$ cat src/hw/rtl/dpq_pkg.sv
package dpq_pkg;

  localparam int QUEUE_DEPTH  = 16;
  localparam int URGENCY_BITS = 3;
  localparam int CNT_W        = $clog2(QUEUE_DEPTH + 1);

  typedef struct packed {
    logic [15:0]             x;
    logic [15:0]             y;
    logic [15:0]             z;
    logic [URGENCY_BITS-1:0] urg;
    logic                    fluid;
    logic [15:0]             handle;
  } entry_t;

  typedef struct packed {
    logic   valid;
    entry_t ent;
  } slot_t;

  // broadcast to every cell for the update cycle
  typedef struct packed {
    logic pop;
    logic merge;
    logic moved;
    logic ins;
  } cmd_t;

  typedef struct packed {
    logic match;
    logic le;
  } flags_t;

  typedef enum logic [2:0] {
    ST_INSERTED = 3'd0,
    ST_MERGED   = 3'd1,
    ST_MOVED    = 3'd2,
    ST_DROPPED  = 3'd3,
    ST_POPPED   = 3'd4,
    ST_EMPTY    = 3'd5
  } status_e;

  typedef enum logic [1:0] {
    S_IDLE,
    S_CMP,
    S_UPD
  } state_e;

endpackage

$ cat src/hw/rtl/dedup_priority_task_queue.sv
// Priority task queue of QUEUE_DEPTH entries kept as a row of cells, sorted by
// urgency (lower first, ties in arrival order) and deduplicated on the x/y/z key.
// Each word goes through a compare cycle in which every cell checks its key and
// urgency against the word, then an update cycle in which the cells shift or load
// from their neighbors; the next word is accepted on the update edge. The update
// waits while an unread result sits in the output register. Popped fields are zero
// for every status other than popped.
module dedup_priority_task_queue (
  input  logic               clk_i,
  input  logic               rst_ni,
  input  logic               in_valid_i,
  output logic               in_ready_o,
  input  logic               action_i,
  input  logic signed [15:0] chunk_x_i,
  input  logic signed [15:0] chunk_y_i,
  input  logic signed [15:0] chunk_z_i,
  input  logic [2:0]         urgency_i,
  input  logic               fluid_flag_i,
  input  logic [15:0]        data_handle_i,
  output logic               out_valid_o,
  input  logic               out_ready_i,
  output logic [2:0]         status_o,
  output logic signed [15:0] out_x_o,
  output logic signed [15:0] out_y_o,
  output logic signed [15:0] out_z_o,
  output logic               out_fluid_o,
  output logic [15:0]        out_handle_o,
  output logic [4:0]         queue_count_o
);
  import dpq_pkg::*;

  state_e state_q, state_d;
  logic   in_ready, cmp_en, upd_en;

  logic   action_q;
  entry_t new_q;

  logic [CNT_W-1:0] count_q, count_d;
  logic             out_valid_q;
  status_e          status_q, status_d;
  entry_t           pop_q;

  slot_t  slots [QUEUE_DEPTH];
  slot_t  lefts [QUEUE_DEPTH];
  slot_t  rights[QUEUE_DEPTH];
  logic   gtx   [QUEUE_DEPTH];
  logic   lgtx  [QUEUE_DEPTH];
  flags_t flags [QUEUE_DEPTH];
  logic   seen  [QUEUE_DEPTH+1];
  logic [QUEUE_DEPTH-1:0] match_v, hit_v;

  cmd_t cmd;
  logic found, hit, full, empty;

  assign seen[0] = 1'b0;

  for (genvar i = 0; i < QUEUE_DEPTH; i++) begin : g_cell
    if (i == 0) begin : g_first
      assign lefts[i] = '0;
      assign lgtx[i]  = 1'b0;
    end else begin : g_mid
      assign lefts[i] = slots[i-1];
      assign lgtx[i]  = gtx[i-1];
    end
    if (i == QUEUE_DEPTH - 1) begin : g_last
      assign rights[i] = '0;
    end else begin : g_inner
      assign rights[i] = slots[i+1];
    end
    assign match_v[i] = flags[i].match;
    assign hit_v[i]   = flags[i].match & flags[i].le;

    dpq_cell u_cell (
      .clk_i       (clk_i),
      .rst_ni      (rst_ni),
      .cmp_en_i    (cmp_en),
      .upd_en_i    (upd_en),
      .cmd_i       (cmd),
      .new_i       (new_q),
      .left_i      (lefts[i]),
      .left_gtx_i  (lgtx[i]),
      .right_i     (rights[i]),
      .match_seen_i(seen[i]),
      .slot_o      (slots[i]),
      .gtx_o       (gtx[i]),
      .match_seen_o(seen[i+1]),
      .flags_o     (flags[i])
    );
  end

  assign found = |match_v;
  assign hit   = |hit_v;
  assign full  = slots[QUEUE_DEPTH-1].valid;
  assign empty = (count_q == '0);

  always_comb begin
    cmd.pop   = action_q && !empty;
    cmd.merge = !action_q && found && hit;
    cmd.moved = !action_q && found && !hit;
    cmd.ins   = !action_q && ((found && !hit) || (!found && !full));
  end

  always_comb begin
    if (action_q) begin
      status_d = empty ? ST_EMPTY : ST_POPPED;
    end else if (found && hit) begin
      status_d = ST_MERGED;
    end else if (found) begin
      status_d = ST_MOVED;
    end else if (full) begin
      status_d = ST_DROPPED;
    end else begin
      status_d = ST_INSERTED;
    end
  end

  always_comb begin
    count_d = count_q;
    if (cmd.pop) begin
      count_d = count_q - CNT_W'(1);
    end else if (cmd.ins && !cmd.moved) begin
      count_d = count_q + CNT_W'(1);
    end
  end

  // next state
  always_comb begin
    state_d = state_q;
    case (state_q)
      S_IDLE:  if (in_valid_i) state_d = S_CMP;
      S_CMP:   state_d = S_UPD;
      S_UPD: begin
        if (upd_en) state_d = in_valid_i ? S_CMP : S_IDLE;
      end
      default: state_d = S_IDLE;
    endcase
  end

  // control outputs
  always_comb begin
    cmp_en   = 1'b0;
    upd_en   = 1'b0;
    in_ready = 1'b0;
    case (state_q)
      S_IDLE: in_ready = 1'b1;
      S_CMP:  cmp_en = 1'b1;
      S_UPD: begin
        upd_en   = !out_valid_q || out_ready_i;
        in_ready = upd_en;
      end
      default: ;
    endcase
  end

  always_ff @(posedge clk_i or negedge rst_ni) begin
    if (!rst_ni) begin
      state_q     <= S_IDLE;
      count_q     <= '0;
      out_valid_q <= 1'b0;
    end else begin
      state_q <= state_d;
      if (upd_en) begin
        count_q     <= count_d;
        out_valid_q <= 1'b1;
      end else if (out_ready_i) begin
        out_valid_q <= 1'b0;
      end
    end
  end

  always_ff @(posedge clk_i) begin
    if (in_valid_i && in_ready) begin
      action_q     <= action_i;
      new_q.x      <= chunk_x_i;
      new_q.y      <= chunk_y_i;
      new_q.z      <= chunk_z_i;
      new_q.urg    <= urgency_i[URGENCY_BITS-1:0];
      new_q.fluid  <= fluid_flag_i;
      new_q.handle <= data_handle_i;
    end
    if (upd_en) begin
      status_q <= status_d;
      pop_q    <= cmd.pop ? slots[0].ent : '0;
    end
  end

  assign in_ready_o    = in_ready;
  assign out_valid_o   = out_valid_q;
  assign status_o      = status_q;
  assign out_x_o       = $signed(pop_q.x);
  assign out_y_o       = $signed(pop_q.y);
  assign out_z_o       = $signed(pop_q.z);
  assign out_fluid_o   = pop_q.fluid;
  assign out_handle_o  = pop_q.handle;
  assign queue_count_o = 5'(count_q);

endmodule

$ cat src/hw/rtl/dpq_cell.sv
module dpq_cell (
  input  logic            clk_i,
  input  logic            rst_ni,
  input  logic            cmp_en_i,
  input  logic            upd_en_i,
  input  dpq_pkg::cmd_t   cmd_i,
  input  dpq_pkg::entry_t new_i,
  input  dpq_pkg::slot_t  left_i,
  input  logic            left_gtx_i,
  input  dpq_pkg::slot_t  right_i,
  input  logic            match_seen_i,
  output dpq_pkg::slot_t  slot_o,
  output logic            gtx_o,
  output logic            match_seen_o,
  output dpq_pkg::flags_t flags_o
);
  import dpq_pkg::*;

  logic   valid_q, valid_d;
  entry_t ent_q, ent_d;
  logic   match_q, le_q, gtx_q;
  logic   key_eq;

  assign key_eq = (ent_q.x == new_i.x) && (ent_q.y == new_i.y) && (ent_q.z == new_i.z);

  always_ff @(posedge clk_i or negedge rst_ni) begin
    if (!rst_ni) begin
      match_q <= 1'b0;
      le_q    <= 1'b0;
      gtx_q   <= 1'b0;
    end else if (cmp_en_i) begin
      match_q <= valid_q && key_eq;
      le_q    <= valid_q && (ent_q.urg <= new_i.urg);
      gtx_q   <= !valid_q || (ent_q.urg > new_i.urg);
    end
  end

  always_comb begin
    valid_d = valid_q;
    ent_d   = ent_q;
    if (cmd_i.pop) begin
      valid_d = right_i.valid;
      ent_d   = right_i.ent;
    end else if (cmd_i.merge) begin
      if (match_q) begin
        ent_d.handle = new_i.handle;
        ent_d.fluid  = ent_q.fluid & new_i.fluid;
      end
    end else if (cmd_i.ins) begin
      if (!(cmd_i.moved && match_seen_i) && gtx_q) begin
        if (left_gtx_i) begin
          valid_d = left_i.valid;
          ent_d   = left_i.ent;
        end else begin
          valid_d = 1'b1;
          ent_d   = new_i;
        end
      end
    end
  end

  always_ff @(posedge clk_i or negedge rst_ni) begin
    if (!rst_ni) begin
      valid_q <= 1'b0;
    end else if (upd_en_i) begin
      valid_q <= valid_d;
    end
  end

  always_ff @(posedge clk_i) begin
    if (upd_en_i) begin
      ent_q <= ent_d;
    end
  end

  assign slot_o       = '{valid: valid_q, ent: ent_q};
  assign gtx_o        = gtx_q;
  assign match_seen_o = match_seen_i | match_q;
  assign flags_o      = '{match: match_q, le: le_q};

endmodule
$ cat config.mk
export PLATFORM = sky130hd
export DESIGN_NAME = dedup_priority_task_queue
export DESIGN_NICKNAME = d
export VERILOG_FILES = /design/src/hw/rtl/dpq_pkg.sv /design/src/hw/rtl/dedup_priority_task_queue.sv /design/src/hw/rtl/dpq_cell.sv
export SDC_FILE = /design/constraint.sdc
export NUM_CORES = 2
export LEC_CHECK = 0
export BUFFER_PORTS_ARGS = -buffer_cell sky130_fd_sc_hd__buf_2
export CAP_MARGIN = 20
export CORE_MARGIN = 3
export CORE_UTILIZATION = 45
export CTS_CLUSTER_DIAMETER = 60
export DETAILED_ROUTE_END_ITERATION = 10
export PLACE_DENSITY = 0.74
export SLEW_MARGIN = 20
export SYNTH_ARGS = -nofsm -noshare
export SYNTH_HDL_FRONTEND = slang
export SYNTH_SLANG_ARGS = --single-unit
$ cat constraint.sdc
create_clock -name clk_i -period 9.31 [get_ports clk_i]
set_input_delay 1.3965 -clock clk_i [delete_from_list [all_inputs] [get_ports clk_i]]
set_output_delay 1.3965 -clock clk_i [all_outputs]
set_load 0.05 [all_outputs]
Word level (Yosys, flattened, before mapping) --
Index checks and enable logic that the tools add are counted. W data, S select, Z words.
Storage, ports and cells: register bits after elaboration 1297, input port bits 73, output and inout bits 75, word-level logic and storage cells 763
Cells by class: add/sub/neg operators 2, $lt $le $gt $ge 32, eq/ne operators 69, muxes and demuxes 205, bitwise gates (word level) 46, reduce and logical (&&, ||, !) cells 233
Operators with widths (number):
- $mux W68 | 62
- $mux W51 | 16
- $eq A16 B16 Y1 | 48
- $mux W17 | 32
- $reduce_and A4 Y1 | 32
- $logic_and A1 B1 Y1 | 104
- $mux W1 | 85
- $reduce_bool A3 Y1 | 17
- $gt A3 B3 Y1 | 16
- $le A3 B3 Y1 | 16
- $ne A3 B1 Y1 const B | 16
- $reduce_bool A2 Y1 | 19
- $logic_not A1 Y1 | 37
- $and A1 B1 Y1 | 32
- $reduce_or A16 Y1 | 2
- $logic_or A1 B1 Y1 | 18
- $or A1 B1 Y1 | 14
- $mux W2 | 5
- $mux W5 | 2
- $pmux W2 S3 | 1
- $add A5 B1 Y5 const B | 1
- $logic_not A5 Y1 | 1
- $sub A5 B1 Y5 const B | 1
- $ne A2 B1 Y1 const B | 2
- 7 further kinds | 8

Logic depth before layout (Yosys ltp) --
depth in word-level cells 21, mapped depth 14, depth with buffers taken out 10

Cells and area by module --
Synthesis repeated with hierarchy kept, for this count alone.
Unflattened totals: cells, all modules 6806, area total of the unflattened synthesis 74192.4 um2
By module, submodules not included:
- dpq_cell | times used 16, cells each 408, area an instance 4314.1 um2, sequential area each 2142.1 um2
- dedup_priority_task_queue | times used 1, cells each 278, area an instance 5166.2 um2, sequential area each 4314.1 um2

Worst setup path before layout --
No wires, ideal clock.
path type input to register, from input out_ready_i, to register g_cell[10].u_cell.valid_q, library setup time 0.083 ns, arrival time 9.747 ns, data required time 9.227 ns, setup slack -0.521 ns, stages on the path 5, buffers on the path 0, cells stage by stage nor2b_1 nor2_1 o211ai_2 nor3b_1 mux2_2
On the way: longest elaborated chain between the ends 3
RTL lines:
- start: declaration | RTL line dedup_priority_task_queue.sv:21 | input logic out_ready_i,
- $logic_or A1 B1 Y1 | RTL line dedup_priority_task_queue.sv:148 | upd_en = !out_valid_q || out_ready_i;
- $mux W1 | RTL line dedup_priority_task_queue.sv:144 | case (state_q)
- via g_cell[0].u_cell.upd_en_i | RTL line dpq_cell.sv:5 | input logic upd_en_i,
- $reduce_and A4 Y1 (no line)
- end signal: assignment | RTL line dpq_cell.sv:66 | valid_q <= valid_d;
- end: declaration | RTL line dpq_cell.sv:19 | logic valid_q, valid_d;
The timed path passes the listed nets, and every way through them passes these cells. A chain may end at the register's enable or synchronous reset.

==> impl_metrics.ini <==
[final_layout]
finalNetCount = 6605
fin_area_um2 = 79500
multi_input_area_um2 = 31500
drive_above_1_share_pct = 8.46
ff_latch_area_um2 = 38600
final_cell_mix = edfxtp_1, nand2_1, mux2i_1
area_delta_synth_final_pct = 10.2
final_common_cell = edfxtp_1
nFillCells = 14100
fin_util_pct = 50.1

[synthesis]
synth_edf_count = 1225
ys_warn_count = 0
ys_seq_area_share_pct = 53.4
post_synth_num_cell_types = 61
synth_nets = 6776
syn_area_um2 = 72200
syn_avg_cell_area_um2 = 10.9
netlist_instances = 6651
async_reset_ff_share_pct = 5.55
synthFlopType = edfxtp_1
ys_ff_latch = 1297

[clocking]
htree_num_levels = 4
cts.hold.buffers_added = 0
cts_buffer_depth = 3
cts_setup_buffers = 0
cts_sinks = 1297
clock_latency_ns = 0.82
cts_root_buf = clkbuf_16
ctsResizeCount = 0
cts_tree = yes
cts_buffers = 153
clkTransAtPathRegs_ns = 0.06

[routing]
drc = 0
drt_iter0_markers = 7252
drtPass1Iterations = 7
ant_nets = 0
via_per_inst = 6.10
vias = 52900
wl_per_cell_um = 25.5
routed_wl_um = 221000

[timing]
max_slew_margin_pct = 16.8
period_share_pct = 46.3
finClkSkew_ns = 0.0593
fmax_mhz = 232
setup_viol = 0
period_needed_ns = 4.32
hold_viol = 0
slew_viol_final = 0
rsz0062_at_grt = no
worstMarginPinSlew_ns = 1.25
fin_hold_ws_ns = 0.481
tns_ns = 0

[critical_path]
endpoint_kind = flop
required_ns = 9.82
startpoint_type = flop
r2r_start = queue_count_o[0]$_DFFE_PN0P_
path_buf_inv = 3
critPathTopFamily = buffers and inverters
crit_path_top_delay_cell = buf_12
path_class = reg2reg
critPathArrivalTime_ns = 4.82
crit_top_cell = buf_12
crit_fanout = 283
crit_path_start = queue_count_o[0]$_DFFE_PN0P_
max_stage_delay_ns = 0.83
crit_chain = nor4_1 > nand2_1 > nand2_4 > inv_8 > buf_12 > buf_12 > o21ai_0
r2r_slack_ns = 4.99

[floorplan]
start_util_pct = 45.4
die-area_um2 = 165000
fp.dieH_um = 407
die_x_um = 407
rows = 146
core_um2 = 159000
ioPinCount = 148

[pwr]
finalPower_mw = 19.9
power_density_nw_per_um2 = 250
p_leak_nw = 31.4
vdd_ir_drop_max_v = 0.000218

[outcome]
outcome = finished clean

[global_routing]
grt_pass1_vias = 51200
globalRouteTotalUtil_pct = 26.1
grt_pass1_wl_um = 329000
grt_antenna_before_repair = 7
grt_max_degree = 321
overflow = 0

[placed_design]
port_buffers = 147
gp_congestion = 0.930
dp_hpwl_um = 151000
placed_area_um2 = 74500

[job]
drv_cap = 0

[min_path]
hp-class = reg2reg
holdCritStartpoint = g_cell[9].u_cell.le_q$_DFFE_PN0N_
==> per-stage QoR <==
stage	std cells	setup WS (ns)
finish	8679	4.99
global route	8677	4.72
CTS	8676	5.14
detailed placement	8396	5.11
global placement	8396	5.25
floorplan	6651	0.597
==> worst reg2reg max path: stages (launching register included) <==
cell and delay (ns):
dfrtp_1 0.41, nor4_1 0.11, nand2_1 0.29, nand2_4 0.25
inv_8 0.62, buf_12 0.99, buf_12 0.86, o21ai_0 0.52
==> cells in the mapped netlist, drive strengths merged (4+ instances only) <==
cell type,n,area share (%)
nor2,123,0.66
nand3,18,0.12
xnor2,270,3.3
a21oi,62,0.44
inv,53,0.28
buf,89,0.53
nor3b,6,0.069
nand2b,5,0.043
ha,51,0.88
edfxtp,1225,51
o21ai,975,6.8
nand2,1229,6.4
mux2i,1008,14
clkbuf,494,2.6
o22ai,4,0.035
nor3,12,0.097
a22oi,18,0.19
xor2,500,6.1
nand4,91,0.79
o21a,5,0.052
mux2,11,0.18
nand3b,4,0.042
a22o,13,0.16
a31oi,30,0.26
or4,4,0.047
and2,67,0.58
a21o,33,0.34
nor4,154,1.4
dfrtp,72,2.5
==> cell families after synthesis <==
kind of cell             Yosys count  synth area share, %
multiplexers                    1019                 14.2
AO/OA/AOI/OAI                   1157                 8.47
AND/OR/NAND/NOR                 1720                 10.3
buffers and inverters            636                 3.37
adder cells (fa/ha/maj)           52                0.912
flip-flops                      1297                 53.4
XOR/XNOR                         770                 9.34
==> power by group <==
group / leakage [nW] / internal (mW) / switching (mW) / total, mW
registers: 12.1 / 7.51 / 0.799 / 8.31
logic: 16.8 / 2.14 / 3.45 / 5.59
clock network: 2.41 / 3.40 / 2.57 / 5.97
total: 31.4 / 13.0 / 6.82 / 19.9
==> path summary, 6_finish.rpt <==
check,cells past startpoint,endpoint
setup / recovery,7,g_cell[7].u_cell.slot_o[27]$_DFFE_PP_
hold / removal,1,g_cell[9].u_cell.le_q$_DFFE_PN0N_
setup reg to reg,7,g_cell[7].u_cell.slot_o[27]$_DFFE_PP_
hold reg to reg,1,g_cell[9].u_cell.le_q$_DFFE_PN0N_
max in group asynchronous,2,g_cell[7].u_cell.gtx_o$_DFFE_PN0N_
min in group asynchronous,1,state_q[0]$_DFFE_PN0P_
==> layer usage <==
| metal | part of all wire, % | GRT usage, % |
|---|---|---|
| met5 | 0.013 | 0 |
| met4 | 2.9 | 7.91 |
| met3 | 9.9 | 5.91 |
| met2 | 47 | 41.9 |
| met1 | 40 | 35.1 |
==> state kept, by name, indices dropped and copies added, names as in the netlist, 2 cells and up <==
| name | count |
|---|---|
| out_x_o | 16 |
| state_q | 2 |
| out_y_o | 16 |
| g_cell.u_cell.slot_o | 1088 |
| out_handle_o | 16 |
| out_z_o | 16 |
| g_cell.u_cell.match_q | 16 |
| new_q | 68 |
| queue_count_o | 5 |
| g_cell.u_cell.le_q | 16 |
| g_cell.u_cell.gtx_o | 16 |
| status_o | 3 |
| g_cell.u_cell.valid_q | 16 |
==> cell type report <==
class,instances,share of cell area [%]
antenna,2,0.00629
clock buffer,198,5.14
clock inverter,82,1.08
inverter,53,0.260
multi-input combinational,4718,39.6
sequential,1297,48.6
tap,2072,3.26
timing repair buffer,257,2.08
(Power assumes the default switching activity.)
